## config.mk

```make
export PLATFORM = sky130hd
export DESIGN_NAME = audio_peak_rms_meter
export DESIGN_NICKNAME = d
export VERILOG_FILES = /design/src/design/apm_pkg.sv /design/src/design/apm_lane.sv /design/src/design/apm_merge.sv /design/src/design/apm_lvl.sv /design/src/design/audio_peak_rms_meter.sv
export SDC_FILE = /design/constraint.sdc
export NUM_CORES = 2
export LEC_CHECK = 0
export BUFFER_PORTS_ARGS = -buffer_cell sky130_fd_sc_hd__buf_2
export CAP_MARGIN = 20
export CORE_MARGIN = 5
export CORE_UTILIZATION = 65
export DETAILED_ROUTE_END_ITERATION = 8
export HOLD_SLACK_MARGIN = 0.12
export PLACE_DENSITY = 0.86
export SYNTH_ARGS = -nofsm -noshare
export SYNTH_HDL_FRONTEND = slang
export SYNTH_HIERARCHICAL = 1
export SYNTH_SLANG_ARGS = --single-unit
```

## constraint.sdc

```tcl
create_clock -name clk_i -period 10.2 [get_ports clk_i]
set_input_delay 0.51 -clock clk_i [delete_from_list [all_inputs] [get_ports clk_i]]
set_output_delay 0.51 -clock clk_i [all_outputs]
set_load 0.02 [all_outputs]
```

## src/design/apm_pkg.sv

```systemverilog
// Shared types, constants and the reciprocal table of the audio level meter.
package apm_pkg;

  localparam int MaxFramesDef = 4096;
  localparam int MaxChanDef   = 8;
  localparam int NumChanPorts = 8;

  localparam int SampleW  = 24;
  localparam int LevelW   = 24;
  localparam int CountW   = 4;
  localparam int HoldW    = 16;
  localparam int SumSqW   = 64;
  localparam int SquareW  = 2 * LevelW;
  localparam int MixW     = SampleW + 3;
  localparam int RecipW   = 32;
  localparam int RecipSh  = 31;
  localparam int CfgIdxW  = 1;
  localparam int CfgDataW = 16;

  localparam logic [LevelW-1:0] FullScale = 24'd4194304;
  localparam logic [LevelW-1:0] LevelMax  = 24'd8388608;

  // Register indexes of the configuration port
  localparam logic [CfgIdxW-1:0] REG_CHANNEL_COUNT = 1'b0;
  localparam logic [CfgIdxW-1:0] REG_HOLD_TICKS    = 1'b1;

  // Operation and result kind codes
  localparam logic OP_FRAME   = 1'b0;
  localparam logic OP_TICK    = 1'b1;
  localparam logic KIND_LEVEL = 1'b0;
  localparam logic KIND_TICK  = 1'b1;

  typedef logic signed [SampleW-1:0] sample_t;

  typedef enum logic [2:0] {
    ST_IDLE,
    ST_FRAME,
    ST_LEVEL,
    ST_REPORT,
    ST_TICK
  } mtr_state_e;

  typedef enum logic [1:0] {
    LV_IDLE,
    LV_DIV,
    LV_SQRT
  } lvl_state_e;

  // ceil(2^31 / n): exact floor division for dividends below 2^27
  function automatic logic [RecipW-1:0] recip(input logic [CountW-1:0] n);
    logic [RecipW-1:0] r;
    case (n)
      4'd1:    r = 32'd2147483648;
      4'd2:    r = 32'd1073741824;
      4'd3:    r = 32'd715827883;
      4'd4:    r = 32'd536870912;
      4'd5:    r = 32'd429496730;
      4'd6:    r = 32'd357913942;
      4'd7:    r = 32'd306783379;
      4'd8:    r = 32'd268435456;
      default: r = 32'd2147483648;
    endcase
    return r;
  endfunction

endpackage

```

## src/design/apm_lane.sv

```systemverilog
// One channel lane: gate a sample by the active channel count and register it.
module apm_lane
  import apm_pkg::*;
(
  input  logic    clk_i,
  input  logic    en_i,
  input  logic    active_i,
  input  sample_t sample_i,
  output sample_t lane_o
);

  sample_t lane_q;
  sample_t lane_d;

  assign lane_d = active_i ? sample_i : '0;

  always_ff @(posedge clk_i) begin
    if (en_i) begin
      lane_q <= lane_d;
    end
  end

  assign lane_o = lane_q;

endmodule

```

## src/design/apm_merge.sv

```systemverilog
// Merge stage: sum the lanes, divide by the channel count and square the mono magnitude.
module apm_merge
  import apm_pkg::*;
#(
  parameter int NUM_LANES = MaxChanDef
) (
  input  logic                clk_i,
  input  logic                rst_ni,
  input  logic                start_i,
  input  logic [CountW-1:0]   ch_i,
  input  sample_t             lane_i [NUM_LANES],
  output logic                valid_o,
  output logic [LevelW-1:0]   mag_o,
  output logic [SquareW-1:0]  sq_o
);

  localparam int ProdW = MixW + RecipW;

  logic signed [MixW-1:0] sum_s;
  logic [MixW-1:0]        absum_d;
  logic [ProdW-1:0]       prod;

  logic                   v1_q, v2_q, v3_q;
  logic [MixW-1:0]        absum_q;
  logic [RecipW-1:0]      recip_q;
  logic [LevelW-1:0]      mag_q;
  logic [LevelW-1:0]      mag3_q;
  logic [SquareW-1:0]     sq_q;

  always_comb begin
    sum_s = '0;
    for (int i = 0; i < NUM_LANES; i++) begin
      sum_s = sum_s + MixW'(lane_i[i]);
    end
  end

  // Truncation toward zero: divide the magnitude, the sign drops out
  assign absum_d = sum_s[MixW-1] ? MixW'(-sum_s) : MixW'(sum_s);
  assign prod    = ProdW'(absum_q) * ProdW'(recip_q);

  always_ff @(posedge clk_i or negedge rst_ni) begin
    if (!rst_ni) begin
      v1_q <= 1'b0;
      v2_q <= 1'b0;
      v3_q <= 1'b0;
    end else begin
      v1_q <= start_i;
      v2_q <= v1_q;
      v3_q <= v2_q;
    end
  end

  always_ff @(posedge clk_i) begin
    if (start_i) begin
      absum_q <= absum_d;
      recip_q <= recip(ch_i);
    end
    if (v1_q) begin
      mag_q <= prod[RecipSh +: LevelW];
    end
    if (v2_q) begin
      mag3_q <= mag_q;
      sq_q   <= SquareW'(mag_q) * SquareW'(mag_q);
    end
  end

  assign valid_o = v3_q;
  assign mag_o   = mag3_q;
  assign sq_o    = sq_q;

endmodule

```

## src/design/apm_lvl.sv

```systemverilog
// Buffer level unit: restoring divide of the square sum, then a bit-pair square root.
module apm_lvl
  import apm_pkg::*;
#(
  parameter int MAX_FRAMES = MaxFramesDef
) (
  input  logic                                 clk_i,
  input  logic                                 rst_ni,
  input  logic                                 start_i,
  input  logic [SumSqW-1:0]                    sum_i,
  input  logic [$clog2(MAX_FRAMES + 1)-1:0]    frames_i,
  output logic                                 done_o,
  output logic [LevelW-1:0]                    rms_o
);

  localparam int FrameW    = $clog2(MAX_FRAMES + 1);
  localparam int DivSteps  = SumSqW;
  localparam int RootW     = SumSqW / 2;
  localparam int SremW     = RootW + 2;
  localparam int StepW     = $clog2(DivSteps);

  lvl_state_e          state_q, state_d;
  logic [StepW-1:0]    step_q, step_d;
  logic                done_q, done_d;
  logic [SumSqW-1:0]   quo_q, quo_d;
  logic [FrameW-1:0]   drem_q, drem_d;
  logic [FrameW-1:0]   dvsr_q, dvsr_d;
  logic [SremW-1:0]    srem_q, srem_d;
  logic [RootW-1:0]    root_q, root_d;

  logic [FrameW:0]     dsh;
  logic [FrameW:0]     ddiff;
  logic                dge;
  logic [SremW+1:0]    srt;
  logic [SremW+1:0]    trial;
  logic [SremW+1:0]    sdiff;
  logic                sge;

  assign dsh   = {drem_q, quo_q[SumSqW-1]};
  assign dge   = dsh >= {1'b0, dvsr_q};
  assign ddiff = dsh - {1'b0, dvsr_q};

  assign srt   = {srem_q, quo_q[SumSqW-1 -: 2]};
  assign trial = {2'b00, root_q, 2'b01};
  assign sge   = srt >= trial;
  assign sdiff = srt - trial;

  always_ff @(posedge clk_i or negedge rst_ni) begin
    if (!rst_ni) begin
      state_q <= LV_IDLE;
      step_q  <= '0;
      done_q  <= 1'b0;
    end else begin
      state_q <= state_d;
      step_q  <= step_d;
      done_q  <= done_d;
    end
  end

  always_ff @(posedge clk_i) begin
    quo_q  <= quo_d;
    drem_q <= drem_d;
    dvsr_q <= dvsr_d;
    srem_q <= srem_d;
    root_q <= root_d;
  end

  always_comb begin
    state_d = state_q;
    step_d  = step_q;
    done_d  = 1'b0;
    quo_d   = quo_q;
    drem_d  = drem_q;
    dvsr_d  = dvsr_q;
    srem_d  = srem_q;
    root_d  = root_q;
    case (state_q)
      LV_IDLE: begin
        if (start_i) begin
          quo_d   = sum_i;
          dvsr_d  = frames_i;
          drem_d  = '0;
          step_d  = '0;
          state_d = LV_DIV;
        end
      end
      LV_DIV: begin
        // One quotient bit per cycle
        quo_d  = {quo_q[SumSqW-2:0], dge};
        drem_d = dge ? ddiff[FrameW-1:0] : dsh[FrameW-1:0];
        step_d = step_q + 1'b1;
        if (step_q == StepW'(DivSteps - 1)) begin
          srem_d  = '0;
          root_d  = '0;
          step_d  = '0;
          state_d = LV_SQRT;
        end
      end
      LV_SQRT: begin
        // Consume two radicand bits per cycle, one root bit out
        quo_d  = {quo_q[SumSqW-3:0], 2'b00};
        srem_d = sge ? sdiff[SremW-1:0] : srt[SremW-1:0];
        root_d = {root_q[RootW-2:0], sge};
        step_d = step_q + 1'b1;
        if (step_q == StepW'(RootW - 1)) begin
          step_d  = '0;
          done_d  = 1'b1;
          state_d = LV_IDLE;
        end
      end
      default: begin
        state_d = LV_IDLE;
      end
    endcase
  end

  assign done_o = done_q;
  assign rms_o  = (root_q > RootW'(LevelMax)) ? LevelMax : root_q[LevelW-1:0];

endmodule

```

## src/design/audio_peak_rms_meter.sv

```systemverilog
// Top level of the audio peak and RMS level meter.
//
// The meter takes one transaction at a time. A frame transaction carries up
// to eight signed Q2.22 samples; one lane per channel gates and registers its
// sample, and the merge stage sums the lanes, divides by the channel count
// through a reciprocal multiply and squares the mono magnitude, three
// registered steps. A frame that is not the last of its buffer holds off
// the next frame until its merge result has been added to the accumulators.
// The frame marked last also runs the level unit, which divides the square
// sum by the frame count one quotient bit per cycle and then takes the
// square root one root bit per cycle; the level report is then written into
// the output register once the previous result has been taken. A tick
// transaction also waits until the output register is free. Peak and RMS
// come out in Q2.22 and saturate at 2.0; the clip indication is held for
// hold_ticks millisecond ticks after a buffer whose peak reached 1.0, and a
// hold of zero turns it off. Configuration writes are always taken, but
// belong only to a quiet block.
module audio_peak_rms_meter
  import apm_pkg::*;
#(
  parameter int MAX_FRAMES   = MaxFramesDef,
  parameter int MAX_CHANNELS = MaxChanDef
) (
  input  logic                 clk_i,
  input  logic                 rst_ni,

  input  logic                 cfg_valid_i,
  output logic                 cfg_ready_o,
  input  logic [CfgIdxW-1:0]   cfg_index_i,
  input  logic [CfgDataW-1:0]  cfg_data_i,

  input  logic                 in_valid_i,
  output logic                 in_stall_o,
  input  logic                 operation_i,
  input  sample_t              chan0_i,
  input  sample_t              chan1_i,
  input  sample_t              chan2_i,
  input  sample_t              chan3_i,
  input  sample_t              chan4_i,
  input  sample_t              chan5_i,
  input  sample_t              chan6_i,
  input  sample_t              chan7_i,
  input  logic                 last_frame_i,

  output logic                 out_valid_o,
  input  logic                 out_stall_i,
  output logic                 result_kind_o,
  output logic [LevelW-1:0]    peak_level_o,
  output logic [LevelW-1:0]    rms_level_o,
  output logic                 clipped_recently_o
);

  localparam int FrameW = $clog2(MAX_FRAMES + 1);

  // Configuration registers
  logic [CountW-1:0]  chan_cnt_q;
  logic [HoldW-1:0]   hold_q;

  // Sequencer and accumulators
  mtr_state_e         state_q, state_d;
  logic               start_q, start_d;
  logic               last_q;
  logic [LevelW-1:0]  run_peak_q, run_peak_d;
  logic [SumSqW-1:0]  sum_sq_q, sum_sq_d;
  logic [FrameW-1:0]  frames_q, frames_d;
  logic [LevelW-1:0]  held_peak_q, held_peak_d;
  logic [LevelW-1:0]  held_rms_q, held_rms_d;
  logic [HoldW-1:0]   clip_cnt_q, clip_cnt_d;

  // Output register
  logic               out_valid_q, out_valid_d;
  logic               out_kind_q, out_kind_d;
  logic [LevelW-1:0]  out_peak_q, out_peak_d;
  logic [LevelW-1:0]  out_rms_q, out_rms_d;
  logic               out_clip_q, out_clip_d;

  logic               in_accept;
  logic               out_free;
  logic [CountW-1:0]  ch_eff;
  sample_t            chan_in [NumChanPorts];
  sample_t            lane_val [MAX_CHANNELS];

  logic               mrg_valid;
  logic [LevelW-1:0]  mrg_mag;
  logic [SquareW-1:0] mrg_sq;

  logic [LevelW-1:0]  peak_nxt;
  logic [SumSqW:0]    sum_wide;
  logic [SumSqW-1:0]  sum_nxt;
  logic [FrameW-1:0]  frames_nxt;
  logic [HoldW-1:0]   clip_arm;
  logic [HoldW-1:0]   clip_dec;

  logic               lvl_start;
  logic               lvl_done;
  logic [LevelW-1:0]  lvl_rms;

  assign cfg_ready_o = 1'b1;

  always_ff @(posedge clk_i or negedge rst_ni) begin
    if (!rst_ni) begin
      chan_cnt_q <= CountW'(2);
      hold_q     <= '0;
    end else if (cfg_valid_i && cfg_ready_o) begin
      case (cfg_index_i)
        REG_CHANNEL_COUNT: chan_cnt_q <= cfg_data_i[CountW-1:0];
        REG_HOLD_TICKS:    hold_q     <= cfg_data_i[HoldW-1:0];
        default:           hold_q     <= hold_q;
      endcase
    end
  end

  // Clamp the channel count to one through MAX_CHANNELS
  assign ch_eff = (chan_cnt_q == '0) ? CountW'(1) :
                  (chan_cnt_q > CountW'(MAX_CHANNELS)) ? CountW'(MAX_CHANNELS) :
                  chan_cnt_q;

  assign in_stall_o = (state_q != ST_IDLE);
  assign in_accept  = in_valid_i && !in_stall_o;
  assign out_free   = !out_valid_q || !out_stall_i;

  assign chan_in[0] = chan0_i;
  assign chan_in[1] = chan1_i;
  assign chan_in[2] = chan2_i;
  assign chan_in[3] = chan3_i;
  assign chan_in[4] = chan4_i;
  assign chan_in[5] = chan5_i;
  assign chan_in[6] = chan6_i;
  assign chan_in[7] = chan7_i;

  for (genvar c = 0; c < MAX_CHANNELS; c++) begin : g_lane
    apm_lane u_lane (
      .clk_i    (clk_i),
      .en_i     (in_accept),
      .active_i (CountW'(c) < ch_eff),
      .sample_i (chan_in[c]),
      .lane_o   (lane_val[c])
    );
  end

  apm_merge #(
    .NUM_LANES (MAX_CHANNELS)
  ) u_merge (
    .clk_i   (clk_i),
    .rst_ni  (rst_ni),
    .start_i (start_q),
    .ch_i    (ch_eff),
    .lane_i  (lane_val),
    .valid_o (mrg_valid),
    .mag_o   (mrg_mag),
    .sq_o    (mrg_sq)
  );

  // Accumulator updates for the frame leaving the merge stage
  assign peak_nxt   = (mrg_mag > run_peak_q) ? mrg_mag : run_peak_q;
  assign sum_wide   = {1'b0, sum_sq_q} + (SumSqW + 1)'(mrg_sq);
  assign sum_nxt    = sum_wide[SumSqW] ? '1 : sum_wide[SumSqW-1:0];
  assign frames_nxt = (frames_q < FrameW'(MAX_FRAMES)) ? frames_q + 1'b1 : frames_q;

  // Clip counter: arm on a full scale buffer peak, count down on ticks
  assign clip_arm = (held_peak_q >= FullScale && hold_q != '0) ? hold_q : clip_cnt_q;
  assign clip_dec = (clip_cnt_q != '0) ? clip_cnt_q - 1'b1 : clip_cnt_q;

  apm_lvl #(
    .MAX_FRAMES (MAX_FRAMES)
  ) u_lvl (
    .clk_i    (clk_i),
    .rst_ni   (rst_ni),
    .start_i  (lvl_start),
    .sum_i    (sum_nxt),
    .frames_i (frames_nxt),
    .done_o   (lvl_done),
    .rms_o    (lvl_rms)
  );

  always_ff @(posedge clk_i or negedge rst_ni) begin
    if (!rst_ni) begin
      state_q     <= ST_IDLE;
      start_q     <= 1'b0;
      run_peak_q  <= '0;
      sum_sq_q    <= '0;
      frames_q    <= '0;
      held_peak_q <= '0;
      held_rms_q  <= '0;
      clip_cnt_q  <= '0;
      out_valid_q <= 1'b0;
    end else begin
      state_q     <= state_d;
      start_q     <= start_d;
      run_peak_q  <= run_peak_d;
      sum_sq_q    <= sum_sq_d;
      frames_q    <= frames_d;
      held_peak_q <= held_peak_d;
      held_rms_q  <= held_rms_d;
      clip_cnt_q  <= clip_cnt_d;
      out_valid_q <= out_valid_d;
    end
  end

  always_ff @(posedge clk_i) begin
    if (in_accept) begin
      last_q <= last_frame_i;
    end
    out_kind_q <= out_kind_d;
    out_peak_q <= out_peak_d;
    out_rms_q  <= out_rms_d;
    out_clip_q <= out_clip_d;
  end

  always_comb begin
    state_d     = state_q;
    start_d     = in_accept && (operation_i == OP_FRAME);
    run_peak_d  = run_peak_q;
    sum_sq_d    = sum_sq_q;
    frames_d    = frames_q;
    held_peak_d = held_peak_q;
    held_rms_d  = held_rms_q;
    clip_cnt_d  = clip_cnt_q;
    lvl_start   = 1'b0;
    // Drop the held result once it is taken
    out_valid_d = out_valid_q && out_stall_i;
    out_kind_d  = out_kind_q;
    out_peak_d  = out_peak_q;
    out_rms_d   = out_rms_q;
    out_clip_d  = out_clip_q;
    case (state_q)
      ST_IDLE: begin
        if (in_accept) begin
          state_d = (operation_i == OP_TICK) ? ST_TICK : ST_FRAME;
        end
      end
      ST_FRAME: begin
        if (mrg_valid) begin
          if (last_q) begin
            // Close the buffer: hand the totals to the level unit, clear up
            held_peak_d = peak_nxt;
            lvl_start   = 1'b1;
            run_peak_d  = '0;
            sum_sq_d    = '0;
            frames_d    = '0;
            state_d     = ST_LEVEL;
          end else begin
            run_peak_d = peak_nxt;
            sum_sq_d   = sum_nxt;
            frames_d   = frames_nxt;
            state_d    = ST_IDLE;
          end
        end
      end
      ST_LEVEL: begin
        if (lvl_done) begin
          held_rms_d = lvl_rms;
          state_d    = ST_REPORT;
        end
      end
      ST_REPORT: begin
        if (out_free) begin
          clip_cnt_d  = clip_arm;
          out_valid_d = 1'b1;
          out_kind_d  = KIND_LEVEL;
          out_peak_d  = held_peak_q;
          out_rms_d   = held_rms_q;
          out_clip_d  = (hold_q != '0) && (clip_arm != '0);
          state_d     = ST_IDLE;
        end
      end
      ST_TICK: begin
        if (out_free) begin
          clip_cnt_d  = clip_dec;
          out_valid_d = 1'b1;
          out_kind_d  = KIND_TICK;
          out_peak_d  = held_peak_q;
          out_rms_d   = held_rms_q;
          out_clip_d  = (hold_q != '0) && (clip_dec != '0);
          state_d     = ST_IDLE;
        end
      end
      default: begin
        state_d = ST_IDLE;
      end
    endcase
  end

  assign out_valid_o        = out_valid_q;
  assign result_kind_o      = out_kind_q;
  assign peak_level_o       = out_peak_q;
  assign rms_level_o        = out_rms_q;
  assign clipped_recently_o = out_clip_q;

`ifndef SYNTHESIS
  a_accept_leaves_idle: assert property (@(posedge clk_i) disable iff (!rst_ni)
    in_accept |=> (state_q == ST_FRAME || state_q == ST_TICK))
    else $error("accepted transaction did not start a frame or a tick");

  a_merge_in_frame: assert property (@(posedge clk_i) disable iff (!rst_ni)
    mrg_valid |-> state_q == ST_FRAME)
    else $error("merge result outside of frame processing");

  a_level_done_in_level: assert property (@(posedge clk_i) disable iff (!rst_ni)
    lvl_done |-> state_q == ST_LEVEL)
    else $error("level unit finished while not awaited");

  a_frames_bounded: assert property (@(posedge clk_i) disable iff (!rst_ni)
    frames_q <= FrameW'(MAX_FRAMES))
    else $error("frame count above its saturation limit");

  a_rms_bounded: assert property (@(posedge clk_i) disable iff (!rst_ni)
    held_rms_q <= LevelMax)
    else $error("held RMS above full range");

  a_clip_needs_hold: assert property (@(posedge clk_i) disable iff (!rst_ni)
    (out_valid_q && out_clip_q) |-> hold_q != '0)
    else $error("clip indication with hold disabled");
`endif

endmodule
```

==> impl_metrics.tcl <==
set metrics [dict create \
    cp-start-kind "flip-flop" \
    fin_setup_tns_ns 0 \
    synth-edff-count 533 \
    slowest_stage "edfxtp_1" \
    crit_path_end_kind "flip-flop" \
    n_fill_cell 8034 \
    worst-path-buf-inv 3 \
    cts_setup_buffers 0 \
    area_delta_synth_final_pct 9.74 \
    cts_tree "yes" \
    seqCellArea_um2 21100 \
    yosysMostFrequentCell "inv_1" \
    gp_congestion 1.07 \
    cts_buffers 81 \
    synth.avg_cell_area_um2 10.2 \
    r2r_cells 21 \
    wire_per_inst_um 23.1 \
    status "finished clean" \
    wirelength_mm 220 \
    path_class "reg2reg" \
    cp_top_family "adder cells" \
    synth_common_cells "inv_1 (1617), fa_1 (1144), nand2_1 (641), edfxtp_1 (533), ha_1 (508)" \
    root_buffer "clkbuf_16" \
    core_um2 118000 \
    track_usage 0.355 \
    post-route-period-util 0.850 \
    path_max_fanout 17 \
    dp_hpwl_mm 159 \
    rsz0062_at_grt "false" \
    antenna_found_initial 13 \
    max_stage_delay_ns 1.04 \
    clock-sinks 735 \
    io_buffers 267 \
    worst_pin_slew_ns 1.16 \
    cpMostUsedCell "fa_1" \
    synth_flop_cell "edfxtp_1" \
    final_layout_size_suffix_gt1_frac 0.0929 \
    synth_cells 7584 \
    hold_class "in2reg" \
    ant_nets 0 \
    synth_top_area_frac 0.296 \
    rr_endpoint "u_merge/mag_q[23]" \
    num_rows 126 \
    fin_nets 9796 \
    h-tree-depth 3 \
    fin_crit_ns 8.67 \
    holdBufCountCts 206 \
    ys.warnings.count 6 \
    fmax_ghz 0.115 \
    grt_pass1_wl_mm 345 \
    synth-seq-cells 735 \
    multi_input_area_um2 49000 \
    cts_resized 0 \
    timing.critical_path.cells "nand2_1 -> fa_1 -> fa_1 -> fa_1 -> inv_1 -> fa_1 -> fa_1 -> fa_1 -> inv_1 -> fa_1 -> inv_1 -> ha_1 -> and3_1 -> nand3_1 -> o41ai_1 -> a21oi_1 -> o41ai_1 -> a221oi_2 -> o2111ai_1 -> a21oi_1 -> xnor2_1" \
    cp-startpoint "u_merge/recip_q[26]" \
    critical_path_cell_count 21 \
    arrival_ns 9.10 \
    maxSlewHeadroom 0.227 \
    grt_max_degree 87 \
    drcViolationCount 0 \
    r2r-start "u_merge/recip_q[26]" \
    endpoint "u_merge/mag_q[23]" \
    clockBufferDepth 3 \
    dieArea_um2 126000 \
    synthDistinctLibCells 118 \
    fin_skew_ns 0.0488 \
    maxCapViolations 0 \
    pin_count 269 \
    clkLatencyLatePin_ns 0.72 \
    syn_area_um2 77400 \
    synth_area_leaders "fa_1 (30%), edfxtp_1 (21%), ha_1 (8.2%)" \
    ys_seq_area_frac 0.272 \
    gr-total-overflow 0 \
    vias 57400 \
    synthArstFlopShare 0.275 \
    setup_viol 0 \
    start_util 0.655 \
    clk_pin_slew_ns 0.07 \
    drt-pass1-iter-count 6 \
    r2r_slack_ns 1.53 \
    required_ns 10.63 \
    die_w_um 355 \
    hold_ws_ns 0.168 \
    die_h_um 355 \
    vias_per_cell 6.02 \
    drv_slew 0 \
    drtIter0Drc 5451 \
    synth_top_area_cell "fa_1" \
    hold_viol 0 \
    grt_pass1_vias 61700 \
]
## per-stage QoR
| stage | cell area, um^2 | worst slack, ns | util | std cells |
|---|---|---|---|---|
| 6_report | 84900 | 1.53 | 0.719 | 9539 |
| 5_1_grt | 84900 | 1.16 | 0.719 | 9537 |
| 4_1_cts | 84700 | 1.65 | 0.718 | 9526 |
| 3_5_place_dp | 79900 | 1.64 | 0.677 | 9168 |
| 3_3_place_gp | 79800 | 1.77 | 0.676 | 9163 |
| 2_1_floorplan | 77400 | 2.88 | - | 7590 |
## how the worst min path moves through the flow
stage | start | to | slack, ns | depth (start not counted)
after global routing | chan0_i[11] | g_lane[0].u_lane/lane_o[11] | 0.15 | 2
after global placement | held_rms_q[6] | rms_level_o[6] | 0.43 | 0
final | chan1_i[10] | g_lane[1].u_lane/lane_o[10] | 0.17 | 2
after detailed placement | held_rms_q[13] | rms_level_o[13] | 0.43 | 0
after CTS | chan0_i[14] | g_lane[0].u_lane/lane_o[14] | 0.13 | 2
after floorplan | rst_ni | chan_cnt_q[0] | 0.21 | 0
## flip-flops by register name, summed over array words and instances, names as in the netlist, 16 cells and up
register              flops
g_lane.u_lane/lane_o    192
sum_sq_q                 64
u_lvl/quo_q              64
u_merge/sq_o             46
u_lvl/srem_q             34
u_lvl/root_q             32
u_merge/absum_q          27
held_peak_q              24
held_rms_q               24
peak_level_o             24
rms_level_o              24
run_peak_q               24
u_merge/mag_o            24
u_merge/mag_q            24
clip_cnt_q               16
hold_q                   16
## layout make-up
class                      count  share of cell area
antenna                        6            0.000177
clock buffer                 117              0.0282
clock inverter                35             0.00410
inverter                    1619              0.0716
multi-input combinational   4951               0.577
sequential                   735               0.248
tap                         1536              0.0226
timing repair buffer         540              0.0482
## worst register-to-register path, stage by stage, from the launching register on
cell,delay [ns]
edfxtp_1,1.04
nand2_1,0.37
fa_1,0.58
fa_1,0.62
fa_1,0.60
inv_1,0.07
fa_1,0.50
fa_1,0.55
fa_1,0.55
inv_1,0.05
fa_1,0.53
inv_1,0.05
ha_1,0.33
and3_1,0.21
nand3_1,0.18
o41ai_1,0.42
a21oi_1,0.22
o41ai_1,0.78
a221oi_2,0.16
o2111ai_1,0.32
a21oi_1,0.13
xnor2_1,0.13
## cells by family (layout without fill, tap and decap cells)
family / after synthesis / after routing / share of synthesized area
AOI/OAI and AO/OA: 1076 / 1076 / 0.0906
xor gates and xnor gates: 231 / 231 / 0.0262
adders and majority gates: 1652 / 1652 / 0.378
buffers and inverters: 1904 / 2311 / 0.0956
DFF: 735 / 735 / 0.272
muxes: 98 / 98 / 0.0136
other: 2 / 14 / 0.0000971
and+or+nand+nor: 1886 / 1886 / 0.124
## layer usage
metal  global-route usage  share of wire
met5                    0        0.00029
met4                0.181          0.063
met3               0.0867          0.096
met2                0.582           0.47
met1                0.444           0.37
## placed cells by master (no fill, tap or decap), types with 72 or more instances in the layout
cell type      instances
xor2_1                88
edfxtp_1             533
dlygate4sd3_1        206
fa_1                1144
and2_2               144
a22oi_1               72
nor2_1               330
ha_1                 505
and2_1               339
o21ai_0              201
dfrtp_1              199
buf_2                266
xnor2_1              142
a21o_1                81
a21oi_1              352
inv_1               1615
clkbuf_16             88
nand2_1              640
Power is left out: the tool's default activity adds up to more than one toggle a clock period on the data nets, which glitch-free logic cannot reach.
